==> src/rtl/fkpc_pkg.sv <==
// Shared types and constants for the four-key short/long press classifier.
`default_nettype none
package fkpc_pkg;

    localparam int NKEYS          = 4;
    localparam int THR_W          = 16;
    localparam int COUNT_BITS_DEF = 16;
    localparam int CFG_IDX_W      = 2;

    localparam logic [THR_W-1:0] SHORT_THR_RST = 16'd2;
    localparam logic [THR_W-1:0] LONG_THR_RST  = 16'd100;
    localparam logic [THR_W-1:0] LIMIT_RST     = 16'd1000;

    typedef enum logic [1:0] {
        OP_SCAN  = 2'd0,
        OP_EVAL  = 2'd1,
        OP_CLEAR = 2'd2,
        OP_NONE  = 2'd3
    } op_t;

    typedef enum logic [CFG_IDX_W-1:0] {
        REG_SHORT_THR = 2'd0,
        REG_LONG_THR  = 2'd1,
        REG_LIMIT     = 2'd2,
        REG_UNUSED    = 2'd3
    } cfg_idx_t;

    typedef struct packed {
        logic short_ev;
        logic long_ev;
        logic held_short;
        logic held_long;
    } lane_flags_t;

endpackage
`default_nettype wire

==> src/rtl/four_key_short_long_press_classifier_unit.sv <==
// Top level of the four-key short/long press classifier.
// The block takes one word per clock cycle when ready and returns a result word for
// each. Four key lanes update their run and total counters and compare the new run
// and old total against the thresholds in the same cycle the word is taken, and the
// merge stage folds the lane results into the event masks and match flags and
// registers them. A new word is taken whenever the result register is empty or its
// word is taken in the same cycle. Threshold writes take effect on the next cycle.
`default_nettype none
module four_key_short_long_press_classifier_unit #(
    parameter int COUNT_BITS = fkpc_pkg::COUNT_BITS_DEF
) (
    input  wire                              aclk,
    input  wire                              aresetn,
    input  wire                              cfg_we,
    input  wire [fkpc_pkg::CFG_IDX_W-1:0]    cfg_index,
    input  wire [fkpc_pkg::THR_W-1:0]        cfg_wdata,
    input  wire                              s_valid,
    output logic                             s_ready,
    input  wire [1:0]                        s_op,
    input  wire [fkpc_pkg::NKEYS-1:0]        s_key_pressed,
    input  wire [fkpc_pkg::NKEYS-1:0]        s_key_select,
    input  wire [1:0]                        s_query_mode,
    output logic                             m_valid,
    input  wire                              m_ready,
    output logic [fkpc_pkg::NKEYS-1:0]       m_short_events,
    output logic [fkpc_pkg::NKEYS-1:0]       m_long_events,
    output logic [fkpc_pkg::NKEYS-1:0]       m_held_short,
    output logic [fkpc_pkg::NKEYS-1:0]       m_held_long,
    output logic                             m_event_match,
    output logic                             m_held_match
);

    logic [fkpc_pkg::THR_W-1:0]                  short_thr_reg;
    logic [fkpc_pkg::THR_W-1:0]                  long_thr_reg;
    logic [fkpc_pkg::THR_W-1:0]                  limit_reg;
    logic                                        accept;
    logic                                        any_pressed;
    fkpc_pkg::op_t                               op;
    fkpc_pkg::lane_flags_t [fkpc_pkg::NKEYS-1:0] flags;

    always_ff @(posedge aclk) begin
        if (!aresetn) begin
            short_thr_reg <= fkpc_pkg::SHORT_THR_RST;
            long_thr_reg  <= fkpc_pkg::LONG_THR_RST;
            limit_reg     <= fkpc_pkg::LIMIT_RST;
        end else if (cfg_we) begin
            unique case (fkpc_pkg::cfg_idx_t'(cfg_index))
                fkpc_pkg::REG_SHORT_THR: short_thr_reg <= cfg_wdata;
                fkpc_pkg::REG_LONG_THR:  long_thr_reg  <= cfg_wdata;
                fkpc_pkg::REG_LIMIT:     limit_reg     <= cfg_wdata;
                default: begin
                end
            endcase
        end
    end

    assign s_ready     = !m_valid || m_ready;
    assign accept      = s_valid && s_ready;
    assign any_pressed = |s_key_pressed;
    assign op          = fkpc_pkg::op_t'(s_op);

    for (genvar k = 0; k < fkpc_pkg::NKEYS; k++) begin : g_lane
        fkpc_lane #(
            .COUNT_BITS (COUNT_BITS)
        ) u_lane (
            .aclk        (aclk),
            .aresetn     (aresetn),
            .accept      (accept),
            .op          (op),
            .pressed     (s_key_pressed[k]),
            .any_pressed (any_pressed),
            .short_thr   (short_thr_reg),
            .long_thr    (long_thr_reg),
            .limit       (limit_reg),
            .flags       (flags[k])
        );
    end

    fkpc_merge u_merge (
        .aclk         (aclk),
        .aresetn      (aresetn),
        .accept       (accept),
        .op           (op),
        .any_pressed  (any_pressed),
        .key_select   (s_key_select),
        .query_mode   (s_query_mode),
        .flags        (flags),
        .m_ready      (m_ready),
        .out_valid    (m_valid),
        .short_events (m_short_events),
        .long_events  (m_long_events),
        .held_short   (m_held_short),
        .held_long    (m_held_long),
        .event_match  (m_event_match),
        .held_match   (m_held_match)
    );

endmodule
`default_nettype wire

==> src/rtl/fkpc_lane.sv <==
// One key lane: run and total press counters with threshold compares.
`default_nettype none
module fkpc_lane #(
    parameter int COUNT_BITS = fkpc_pkg::COUNT_BITS_DEF
) (
    input  wire                          aclk,
    input  wire                          aresetn,
    input  wire                          accept,
    input  fkpc_pkg::op_t                op,
    input  wire                          pressed,
    input  wire                          any_pressed,
    input  wire [fkpc_pkg::THR_W-1:0]    short_thr,
    input  wire [fkpc_pkg::THR_W-1:0]    long_thr,
    input  wire [fkpc_pkg::THR_W-1:0]    limit,
    output fkpc_pkg::lane_flags_t        flags
);

    localparam int CMP_W = (COUNT_BITS > fkpc_pkg::THR_W) ? COUNT_BITS : fkpc_pkg::THR_W;

    logic [COUNT_BITS-1:0] run_reg;
    logic [COUNT_BITS-1:0] run_next;
    logic [COUNT_BITS-1:0] total_reg;
    logic [COUNT_BITS-1:0] total_next;
    logic [CMP_W-1:0]      run_ext;
    logic [CMP_W-1:0]      total_ext;
    logic [CMP_W-1:0]      short_ext;
    logic [CMP_W-1:0]      long_ext;
    logic [CMP_W-1:0]      limit_ext;

    always_comb begin
        run_next   = run_reg;
        total_next = total_reg;
        if (accept) begin
            unique case (op)
                fkpc_pkg::OP_SCAN: begin
                    if (pressed) begin
                        run_next   = (&run_reg) ? run_reg : run_reg + COUNT_BITS'(1);
                        total_next = (&total_reg) ? total_reg : total_reg + COUNT_BITS'(1);
                    end else begin
                        run_next = '0;
                    end
                end
                fkpc_pkg::OP_EVAL: begin
                    if (!any_pressed) begin
                        total_next = '0;
                    end
                end
                default: begin
                    run_next   = run_reg;
                    total_next = total_reg;
                end
            endcase
        end
    end

    always_ff @(posedge aclk) begin
        if (!aresetn) begin
            run_reg   <= '0;
            total_reg <= '0;
        end else begin
            run_reg   <= run_next;
            total_reg <= total_next;
        end
    end

    assign run_ext   = CMP_W'(run_next);
    assign total_ext = CMP_W'(total_reg);
    assign short_ext = CMP_W'(short_thr);
    assign long_ext  = CMP_W'(long_thr);
    assign limit_ext = CMP_W'(limit);

    assign flags.short_ev   = (total_ext > short_ext) && (total_ext < long_ext);
    assign flags.long_ev    = (total_ext > long_ext) && (total_ext < limit_ext);
    assign flags.held_short = run_ext > short_ext;
    assign flags.held_long  = run_ext > long_ext;

endmodule
`default_nettype wire

==> src/rtl/fkpc_merge.sv <==
// Merge stage: event masks, match flags and the registered result word.
`default_nettype none
module fkpc_merge (
    input  wire                                        aclk,
    input  wire                                        aresetn,
    input  wire                                        accept,
    input  fkpc_pkg::op_t                              op,
    input  wire                                        any_pressed,
    input  wire [fkpc_pkg::NKEYS-1:0]                  key_select,
    input  wire [1:0]                                  query_mode,
    input  fkpc_pkg::lane_flags_t [fkpc_pkg::NKEYS-1:0] flags,
    input  wire                                        m_ready,
    output logic                                       out_valid,
    output logic [fkpc_pkg::NKEYS-1:0]                 short_events,
    output logic [fkpc_pkg::NKEYS-1:0]                 long_events,
    output logic [fkpc_pkg::NKEYS-1:0]                 held_short,
    output logic [fkpc_pkg::NKEYS-1:0]                 held_long,
    output logic                                       event_match,
    output logic                                       held_match
);

    logic [fkpc_pkg::NKEYS-1:0] short_mask_reg;
    logic [fkpc_pkg::NKEYS-1:0] short_mask_next;
    logic [fkpc_pkg::NKEYS-1:0] long_mask_reg;
    logic [fkpc_pkg::NKEYS-1:0] long_mask_next;
    logic [fkpc_pkg::NKEYS-1:0] short_ev;
    logic [fkpc_pkg::NKEYS-1:0] long_ev;
    logic [fkpc_pkg::NKEYS-1:0] hs;
    logic [fkpc_pkg::NKEYS-1:0] hl;
    logic                       em;
    logic                       hm;
    logic                       valid_reg;
    logic [fkpc_pkg::NKEYS-1:0] hs_reg;
    logic [fkpc_pkg::NKEYS-1:0] hl_reg;
    logic                       em_reg;
    logic                       hm_reg;

    always_comb begin
        for (int k = 0; k < fkpc_pkg::NKEYS; k++) begin
            short_ev[k] = flags[k].short_ev;
            long_ev[k]  = flags[k].long_ev;
            hs[k]       = flags[k].held_short;
            hl[k]       = flags[k].held_long;
        end
    end

    always_comb begin
        short_mask_next = short_mask_reg;
        long_mask_next  = long_mask_reg;
        if (accept) begin
            unique case (op)
                fkpc_pkg::OP_EVAL: begin
                    if (any_pressed) begin
                        short_mask_next = '0;
                        long_mask_next  = '0;
                    end else begin
                        short_mask_next = short_mask_reg | short_ev;
                        long_mask_next  = long_mask_reg | long_ev;
                    end
                end
                fkpc_pkg::OP_CLEAR: begin
                    if (query_mode[0]) begin
                        short_mask_next = '0;
                    end
                    if (query_mode[1]) begin
                        long_mask_next = '0;
                    end
                end
                default: begin
                    short_mask_next = short_mask_reg;
                    long_mask_next  = long_mask_reg;
                end
            endcase
        end
    end

    always_comb begin
        priority if (query_mode[0]) begin
            em = (short_mask_next == key_select);
            hm = ((hs & key_select) == key_select);
        end else if (query_mode[1]) begin
            em = (long_mask_next == key_select);
            hm = ((hl & key_select) == key_select);
        end else begin
            em = 1'b0;
            hm = (key_select == '0);
        end
    end

    always_ff @(posedge aclk) begin
        if (!aresetn) begin
            short_mask_reg <= '0;
            long_mask_reg  <= '0;
            valid_reg      <= 1'b0;
        end else begin
            short_mask_reg <= short_mask_next;
            long_mask_reg  <= long_mask_next;
            if (accept) begin
                valid_reg <= 1'b1;
            end else if (m_ready) begin
                valid_reg <= 1'b0;
            end
        end
    end

    always_ff @(posedge aclk) begin
        if (accept) begin
            hs_reg <= hs;
            hl_reg <= hl;
            em_reg <= em;
            hm_reg <= hm;
        end
    end

    assign out_valid    = valid_reg;
    assign short_events = short_mask_reg;
    assign long_events  = long_mask_reg;
    assign held_short   = hs_reg;
    assign held_long    = hl_reg;
    assign event_match  = em_reg;
    assign held_match   = hm_reg;

endmodule
`default_nettype wire
==> config.mk <==
export PLATFORM = sky130hd
export DESIGN_NAME = four_key_short_long_press_classifier_unit
export DESIGN_NICKNAME = d
export VERILOG_FILES = /design/src/rtl/fkpc_pkg.sv /design/src/rtl/four_key_short_long_press_classifier_unit.sv /design/src/rtl/fkpc_lane.sv /design/src/rtl/fkpc_merge.sv
export SDC_FILE = /design/constraint.sdc
export NUM_CORES = 1
export LEC_CHECK = 0
export BUFFER_PORTS_ARGS = -buffer_cell sky130_fd_sc_hd__buf_4
export CAP_MARGIN = 20
export CORE_MARGIN = 4
export CORE_UTILIZATION = 30
export CTS_CLUSTER_DIAMETER = 50
export DETAILED_ROUTE_END_ITERATION = 16
export PLACE_DENSITY = 0.42
export SLEW_MARGIN = 20
export SYNTH_ARGS = -nofsm -noshare
export SYNTH_HDL_FRONTEND = slang
export SYNTH_HIERARCHICAL = 1
export SYNTH_SLANG_ARGS = --single-unit
==> constraint.sdc <==
create_clock -name aclk -period 8.98 [get_ports aclk]
set_input_delay 1.347 -clock aclk [delete_from_list [all_inputs] [get_ports aclk]]
set_output_delay 1.347 -clock aclk [all_outputs]
set_load 0.02 [all_outputs]
==> results of run 1 <==
==> placed cells by master (no fill, tap or decap), drive strengths merged, types with 4 or more instances in the layout <==
| cell | n |
|---|---|
| o21a | 11 |
| buf | 58 |
| clkbuf | 24 |
| or3 | 13 |
| nand4 | 99 |
| o31a | 7 |
| nor3b | 6 |
| nand2 | 150 |
| a31oi | 10 |
| nor2 | 219 |
| nand3 | 66 |
| a21o | 41 |
| a221oi | 13 |
| nor3 | 47 |
| xor2 | 46 |
| a21boi | 10 |
| mux2i | 55 |
| and3 | 39 |
| nor4 | 9 |
| nand2b | 25 |
| edfxtp | 10 |
| or2 | 9 |
| a211oi | 39 |
| a21oi | 107 |
| dfxtp | 185 |
| and4 | 12 |
| xnor2 | 37 |
| and2 | 14 |
| inv | 221 |
| or4 | 10 |
| o31ai | 9 |
| ha | 326 |
| nand4b | 5 |
| o211ai | 26 |
| o311ai | 4 |
| nor2b | 38 |
| o21ai | 55 |
==> routing by layer <==
metal | track usage [%] | up-vias | routed length (µm)
met4 | 8.076 | 0 | 2242
met2 | 33.02 | 274 | 27980
met5 | 0 | - | 0
met1 | 25.49 | 7190 | 27600
li1 | - | 7481 | -
met3 | 3.570 | 91 | 2123
==> path summary, 6_finish.rpt <==
path | startpoint | end | slack (ns) | cells past startpoint
max | m_ready | u_merge/held_match | 3.36 | 20
min | u_merge/long_events[1] | u_merge/long_events[1] | 0.54 | 2
max reg2reg | u_merge/out_valid | u_merge/held_match | 4.00 | 19
min reg2reg | u_merge/long_events[1] | u_merge/long_events[1] | 0.54 | 2
==> cells by family (layout without fill, tap and decap cells) <==
kind of cell,Yosys count,in the layout,share of synthesized area [%]
adders and majority gates,326,326,23.97
other,0,3,0
DFF,195,195,23.53
xor gates and xnor gates,83,83,4.271
and+or+nand+nor,773,773,23.79
muxes,55,55,3.235
AOI/OAI and AO/OA,364,364,15.08
buffers and inverters,259,308,6.131
==> through the flow <==
stage	cell area, µm²	power (µW)	hold WS, ns	utilization, %
after floorplan	17020	1077	0.4729	-
after global placement	18180	1180	0.5410	32.31
after detailed placement	18180	1185	0.5274	32.31
after CTS	18850	2085	0.5406	33.50
after global routing	18850	2146	0.5709	33.50
final	18860	2048	0.5395	33.52
==> layout make-up <==
type / count / area share (%)
Clock inverter: 8 / 0.6700
Sequential cell: 195 / 21.23
Tap cell: 756 / 5.015
Timing Repair Buffer: 58 / 2.308
Multi-Input combinational cell: 1601 / 63.50
Antenna cell: 3 / 0.03980
Inverter: 218 / 4.338
Clock buffer: 24 / 2.899
==> critical path: stages <==
cell and delay [ns]:
buf_4 0.08, nand2b_1 0.10, and2_1 0.39, buf_4 0.35
nand2b_4 0.13, or2_0 0.34, a31oi_1 0.75, nand4_1 0.20
xor2_1 0.20, nor2_1 0.19, ha_1 0.28, a21o_1 0.19
a21o_1 0.17, a211oi_1 0.25, nor3_1 0.08, o31a_1 0.34
o22ai_1 0.18, nor3_1 0.07, o211ai_1 0.08, o21ai_0 0.10
==> report_power, final <==
part	internal [µW]	leakage (µW)	total, µW	switching (µW)
Combinational	88.1	0.00640	245	157
Clock	514	0.000328	884	370
Sequential	885	0.00160	919	34.7
==> flow_summary_export.csv, run 1 <==
group,metric,value,unit
timing,timing.final.crit_share,62.54,%
synth,netlist_instances,2055,
timing,fin_skew,0.01886,ns
final_layout,layout-drive-gt1-share,6.702,%
final_layout,multiInputGateArea,11980,µm²
placement,dp_slack,2.824,ns
worst_setup_path,critPathMaxFanout,13,
placement,dp.cells,2828,
grt,grt_pass1_wl,90360,µm
grt,antenna_found_initial,1,
power_and_ir_drop,peakVddDrop,0.0001586,V
synth,synth_top_area_share,23.97,%
power_and_ir_drop,power.density,108.6,nW/µm²
timing,hold_viol,0,
drt,post_drt_wl_per_cell,20.94,µm
die,num_rows,87,
clock_network,post_cts_buffers,0,
clock_network,numClockSinks,195,
synth,synth_area,17020,µm²
clock_network,cts_tree,"done",
die,start_util,30.24,%
power_and_ir_drop,p_leak,0.008324,µW
drt,drc,0,
timing,final.setup.tns,0,ns
drt,postRouteAntennaNets,0,
timing,slew_headroom,29.52,%
clock_network,cts-resized-gates,0,
placement,io_buffer_count,54,
worst_hold_path,hp-class,"reg2reg",
synth,syn_avg_cell_area,8.282,µm²
grt,grt_util_all_layers,19.88,%
job,maxCapViolCount,0,
synth,synth_most_common_cell,"ha_1",
timing,rsz0062_at_grt,"no",
timing,tightest_slew,1.056,ns
clock_network,cts_buffers,17,
synth,synth_area_leaders,"ha_1 (24%), dfxtp_1 (22%), inv_1 (4.8%)",
timing,slew_viol_final,0,
drt,finalWirelength,59950,µm
clock_network,clk_pin_slew_worst_paths,0.07,ns
synth,synthArstFlopShare,0,%
final_layout,final_cell_count_no_fill,2863,
worst_setup_path,cp-start-kind,"primary input",
synth,synth_warnings,6,
die,coreArea,56280,µm²
timing,finalSetupViolCount,0,
worst_setup_path,arrival,5.85,ns
drt,drt_iter0_markers,917,
die,io_pins,55,
worst_setup_path,end_kind,"flop",
die,die_w,246.2,µm
timing,fmax,178.1,MHz
clock_network,clockBufferDepth,2,
drt,viasPerCell,5.252,
synth,syn_nets,2416,
final_layout,seq_area,4004,µm²
synth,synth_flop_cell,"dfxtp_1",
placement,dpl.hpwl,46800,µm
clock_network,hold_buffers,0,
final_layout,fillers,5971,
grt,grt_pass1_vias,14960,
synth,ys_types,95,
worst_setup_path,path_class,"in2reg",
synth,synth_edf_count,10,
drt,drt_pass1_iterations,5,
clock_network,clk_latency,0.50,ns
synth,yosysSeqAreaShare,23.53,%
synth,netlist_top_cells_count,"ha_1 (326), inv_1 (218), nor2_1 (217)",
synth,yosysTopAreaCell,"ha_1",
synth,ys_ff_latch,195,
final_layout,syn2layout_area_growth,10.83,%
drt,via_count,15040,
timing,min_period,5.616,ns
clock_network,cts-root-buf,"clkbuf_16",
placement,place_congestion,0.8807,
grt,grt_overflow,0,
grt,grt_start_max_net_pins,71,
final_layout,num-nets-final,2452,
clock_network,h-tree-depth,4,
die,die_y,246.2,µm
worst_setup_path,worstPathRequired,9.22,ns
timing,finalWorstSetupSlack,3.364,ns
die,die_area,60600,µm²
run_status,outcome,"completed",
No activity file was read; power rests on OpenSTA's default activity.
==> run 2: changes to the inputs <==
PLACE_DENSITY = 0.44   (was 0.42)
clock period = 5.15 ns   (was 8.98 ns; I/O delays follow)
==> run 2 against run 1 <==
  * Via count up 0.66%
  * Core utilization up 0.16 points
  * Global-route usage down 0.17 points
  * First-iteration DRC count down 1.2%
  * Combinational power up 81%
  * Power up 68%
  * Register-to-register slack worse by 3.0 ns
  * Final cell count up 0.66%
  * Sequential cell count unchanged
  * Highest routed layer unchanged
==> flow_summary_export.csv, run 2 (synthesis gave the netlist of run 1 again) <==
group,metric,value,unit
run_status,outcome,"completed",
drt,finalWirelength,59540,µm
die,num_rows,87,
clock_network,cts-resized-gates,0,
final_layout,seq_area,4004,µm²
worst_setup_path,path_class,"in2reg",
grt,grt_start_max_net_pins,63,
worst_setup_path,slowest_delay,0.29,ns
worst_hold_path,hp-class,"reg2reg",
die,coreArea,56280,µm²
job,maxCapViolCount,0,
power_and_ir_drop,peakVddDrop,0.0002887,V
final_layout,layout-drive-gt1-share,7.761,%
worst_setup_path,worstPathRequired,5.39,ns
drt,viasPerCell,5.252,
worst_setup_path,worst-path-buf-inv,3,
placement,place_congestion,0.8909,
timing,hold_slack,0.5498,ns
placement,dp.cells,2850,
placement,io_buffer_count,54,
timing,final.setup.tns,0,ns
placement,dpl.hpwl,46520,µm
placement,dp_slack,0.5211,ns
timing,rsz0062_at_grt,"no",
final_layout,fillers,5910,
timing,timing.final.crit_share,81.05,%
timing,finalSetupViolCount,0,
final_layout,syn2layout_area_growth,11.37,%
timing,min_period,4.174,ns
grt,grt_pass1_vias,14920,
worst_setup_path,end_kind,"flop",
power_and_ir_drop,p_leak,0.008403,µW
timing,tightest_slew,1.062,ns
clock_network,cts-root-buf,"clkbuf_16",
final_layout,insertedDiodeCount,0,
worst_setup_path,cp-start-kind,"primary input",
worst_setup_path,arrival,4.41,ns
clock_network,clk_latency,0.51,ns
final_layout,final_cell_count_no_fill,2882,
worst_setup_path,path_delay_family,"compound AO/OA/AOI/OAI gates",
drt,postRouteAntennaNets,0,
die,die_y,246.2,µm
worst_setup_path,crit_chain,"buf_4, nand2b_1, and2_1, buf_12, nand2b_4, or2_0, a31oi_1, buf_4, nand4_1, xor2_1, nor2_1, ha_1, a21o_1, a21o_1, a211oi_1, nor3_1, o31a_1, o22ai_1, nor3_1, o211ai_1, o21ai_0",
timing,slew_headroom,29.21,%
grt,grt_util_all_layers,19.70,%
worst_setup_path,critical-path-slowest-cell,"a31oi_1",
timing,fmax,239.6,MHz
clock_network,clockBufferDepth,2,
timing,finalWorstSetupSlack,0.9757,ns
clock_network,cts_buffers,17,
final_layout,multiInputGateArea,11980,µm²
worst_setup_path,critPathMaxFanout,14,
timing,hold_viol,0,
clock_network,h-tree-depth,4,
final_layout,num-nets-final,2474,
grt,grt_pass1_wl,89810,µm
clock_network,hold_buffers,0,
clock_network,cts_tree,"done",
drt,drt_pass1_iterations,5,
timing,fin_skew,0.02265,ns
clock_network,post_cts_buffers,0,
timing,slew_viol_final,0,
clock_network,clk_pin_slew_worst_paths,0.08,ns
final_layout,layout_commonest_cell,"ha_1",
die,start_util,30.24,%
power_and_ir_drop,power.density,181.3,nW/µm²
die,die_area,60600,µm²
die,io_pins,55,
drt,drt_iter0_markers,906,
grt,antenna_found_initial,1,
grt,grt_overflow,0,
clock_network,numClockSinks,195,
final_layout,final_cell_mix,"ha_1 (326), inv_1 (218), nor2_1 (217), dfxtp_1 (185), nand2_1 (148)",
drt,via_count,15140,
die,die_w,246.2,µm
drt,post_drt_wl_per_cell,20.66,µm
drt,drc,0,
run 2: cell count changes in the layout (fill, tap and decap cells not counted), moves of 2 or more:
cell	delta
inv_8	+4
clkbuf_1	-2
diode_2	-3
bufinv_16	-2
buf_12	+2
clkbuf_16	-4
clkinv_4	+2
buf_4	+20
run 2: path summary, 6_finish.rpt:
path	slack, ns	startpoint	endpoint	cells after the start
min	0.55	u_merge/long_events[3]	u_merge/long_events[3]	2
max reg2reg	1.03	u_merge/out_valid	u_merge/held_match	20
max	0.98	m_ready	u_merge/held_match	21
min reg2reg	0.55	u_merge/long_events[3]	u_merge/long_events[3]	2
run 2: final cells by class:
cell class	instances	share of cell area [%]
sequential	195	21.12
tap	756	4.991
multi-input combinational	1601	63.20
clock inverter	14	0.7526
clock buffer	18	2.317
timing repair buffer	80	3.301
inverter	218	4.317
run 2: routing by layer:
layer	GRT usage [%]	share of wire (%)	vias up
met3	3.124	3.9	84
met2	33.50	47	310
met4	6.825	3.0	0
li1	-	-	7514
met5	0	0	-
met1	25.38	46	7227
run 2: through the flow:
step	power, µW	area (µm²)	utilization, %
after floorplan	1877	17020	-
after global placement	2069	18370	32.64
after detailed placement	2077	18370	32.64
after CTS	3490	18950	33.68
after global routing	3592	18950	33.68
final	3437	18950	33.68
run 2: power by group:
group          leakage [µW]  switching (µW)  internal (µW)
logic               0.00652             282            163
registers           0.00160            55.7           1540
clock network      0.000285             700            695
run 2: worst register-to-register path, delay by kind of cell, from the launching register on:
family | cells | cell delay, ns
DFF | 1 | 0.33
and+or+nand+nor | 8 | 1.05
xor gates and xnor gates | 1 | 0.18
adders and majority gates | 1 | 0.28
AOI/OAI and AO/OA | 8 | 1.59
buffers and inverters | 2 | 0.42
==> run 3: changes to the inputs <==
ABC_AREA = 1   (was not set)
clock period = 3.6 ns   (was 5.15 ns; I/O delays follow)
==> run 3 against run 2 <==
  * Design area grew 18%
  * Count of clock-buffer cells in the layout is the same
  * Synthesized cell count grew 48%
  * Core utilization grew 0.79 points
  * Clock skew shrank 0.0079 ns
  * Largest cell class unchanged
==> flow_summary_export.csv, run 3 <==
group,metric,value,unit
final_layout,final_cell_count_no_fill,4032,
clock_network,cts_tree,"done",
grt,grt_pass1_vias,18480,
final_layout,design_area,22340,µm²
die,start_util,30.45,%
grt,grt_pass1_wl,108700,µm
synth,synthArstFlopShare,0,%
placement,io_buffer_count,54,
worst_setup_path,arrival,3.66,ns
drt,finalWirelength,71760,µm
worst_setup_path,end_kind,"flop",
timing,finalSetupViolCount,0,
timing,fmax,293.8,MHz
synth,synth_edf_count,10,
placement,dpl.hpwl,56700,µm
timing,slew_headroom,33.14,%
drt,drc,0,
grt,grt_start_max_net_pins,42,
power_and_ir_drop,pwr-share-seq,40.8,%
timing,hold_slack,0.2922,ns
power_and_ir_drop,power.share.clock,38.4,%
die,coreArea,64810,µm²
power_and_ir_drop,power,5792,µW
grt,antenna_found_initial,3,
clock_network,clockBufferDepth,2,
timing,hold_viol,0,
synth,synth_area_leaders,"ha_1 (21%), dfxtp_1 (19%), nand2_1 (12%)",
drt,viasPerCell,4.915,
timing,tightest_slew,1.002,ns
synth,syn_nets,3402,
final_layout,layout_commonest_cell,"nand2_1",
worst_setup_path,crit_chain,"ha_2, nand2_1, nor2_4, nand2_2, nor2_4, buf_4, nand3_4, nand4_1, nand3_2, inv_1, ha_1, a21oi_1, o21ai_0, buf_4, o21bai_1, a21oi_2, nor2_1, o21ai_0, o211ai_1, o31ai_1",
die,die_w,264.5,µm
drt,drt_iter0_markers,1333,
drt,postRouteAntennaNets,0,
job,maxCapViolCount,0,
worst_setup_path,critical-path-slowest-cell,"dfxtp_1",
power_and_ir_drop,p_switching,1893,µW
synth,synth_flop_cell,"dfxtp_1",
final_layout,insertedDiodeCount,0,
clock_network,cts-root-buf,"clkbuf_16",
power_and_ir_drop,switching_share,32.68,%
synth,netlist_instances,3041,
clock_network,clk_pin_slew_worst_paths,0.08,ns
synth,ys_ff_latch,195,
final_layout,fillers,6947,
run_status,outcome,"completed",
placement,dp.cells,3986,
worst_setup_path,worstPathRequired,3.86,ns
grt,grt_util_all_layers,20.05,%
synth,syn_avg_cell_area,6.490,µm²
timing,fin_skew,0.01475,ns
die,die_y,264.5,µm
grt,grt_overflow,0,
worst_setup_path,cp-start-kind,"flop",
placement,dpl_cell_area,21550,µm²
clock_network,numClockSinks,195,
final_layout,num-nets-final,3525,
power_and_ir_drop,p_leak,0.01158,µW
power_and_ir_drop,peakVddDrop,0.0004029,V
synth,synth_warnings,6,
timing,slew_viol_final,0,
worst_setup_path,critPathMaxFanout,9,
die,num_rows,93,
clock_network,h-tree-depth,4,
worst_setup_path,path_class,"reg2reg",
timing,rsz0062_at_grt,"no",
drt,drt_pass1_iterations,6,
synth,yosysSeqAreaShare,20.29,%
placement,place_congestion,0.9164,
synth,yosysTopAreaCell,"ha_1",
synth,synth_most_common_cell,"nand2_1",
die,io_pins,55,
worst_setup_path,slowest_delay,0.38,ns
synth,ys_types,45,
drt,via_count,19820,
synth,synth_area,19740,µm²
synth,synth_top_area_share,20.67,%
timing,min_period,3.403,ns
clock_network,clk_latency,0.51,ns
synth,netlist_top_cells_count,"nand2_1 (639), inv_1 (595), ha_1 (326)",
die,die_area,69950,µm²
final_layout,syn2layout_area_growth,13.19,%
timing,timing.final.crit_share,94.54,%
drt,post_drt_wl_per_cell,17.80,µm
clock_network,cts_buffers,17,
worst_hold_path,hp-class,"in2reg",
power_and_ir_drop,internal_power,3900,µW
final_layout,final_cell_mix,"nand2_1 (639), inv_1 (595), ha_1 (324), nor2_1 (321), a21oi_1 (230)",
power_and_ir_drop,power.density,259.3,nW/µm²
power_and_ir_drop,pwr-share-comb,20.8,%
final_layout,layout-drive-gt1-share,11.05,%
==> run 3: power by group through the flow <==
stage	registers (µW)	logic [µW]	clock network, µW
final	2370	1210	2220
after floorplan	2360	734	0
after CTS	2360	1200	2320
after detailed placement	2420	1190	0
after global routing	2370	1360	2380
after global placement	2420	1160	0
==> run 3: critical path: cells and delay by family, from the launching register on <==
| family | cells | cell delay, ns |
|---|---|---|
| flops | 1 | 0.38 |
| simple gates | 8 | 1.01 |
| fa+ha+maj | 2 | 0.48 |
| buf+inv | 3 | 0.44 |
| compound gates | 7 | 0.85 |
==> run 3: cell type report <==
type / instances / area, µm² / share of cell area [%]
clock buffer: 18 / 429.2 / 1.921
clock inverter: 14 / 209.0 / 0.9354
inverter: 612 / 2302 / 10.31
multi-input combinational: 2181 / 13100 / 58.66
sequential: 195 / 4005 / 17.93
tap: 855 / 1070 / 4.789
timing repair buffer: 157 / 1220 / 5.461
==> run 3: worst paths after layout <==
kind | startpoint | endpoint | slack, ns | cells past startpoint
setup / recovery | g_lane[1].u_lane/run_reg[0] | u_merge/held_match | 0.20 | 20
hold / removal | cfg_wdata[5] | long_thr_reg[5] | 0.29 | 3
setup reg to reg | g_lane[1].u_lane/run_reg[0] | u_merge/held_match | 0.20 | 20
hold reg to reg | g_lane[3].u_lane/total_ext[0] | g_lane[3].u_lane/total_ext[0] | 0.49 | 2
==> run 3: kinds of logic after synthesis <==
group           share of synthesized area [%]
xor+xnor                               0.3994
compound gates                          9.592
buf+inv                                 13.66
fa+ha+maj                               20.67
simple gates                            35.40
flops                                   20.29
==> run 3: routing by layer <==
layer / track usage, % / routed length [µm] / vias to the layer above
li1: - / - / 10110
met1: 28.77 / 34970 / 9108
met2: 31.14 / 30780 / 543
met3: 3.471 / 4585 / 61
met4: 5.154 / 1432 / 0
met5: 0 / 0 / -
==> run 3: repair_timing <==
item                                    CTS  global route
resized for setup                         0            14
hold buffers                              0             0
endpoints found under the hold margin     0             0
setup buffers                             0            12
endpoints found under the setup margin    0             1
==> run 3: per-stage QoR <==
step / worst slack (ns) / setup TNS (ns) / util [%]
after global placement: -0.05848 / -0.05848 / 33.25
after floorplan: 0.1786 / 0 / -
after detailed placement: -0.1326 / -0.1326 / 33.25
final: 0.1967 / 0 / 34.47
after CTS: 0.05408 / 0 / 34.23
after global routing: 0.005019 / 0 / 34.47
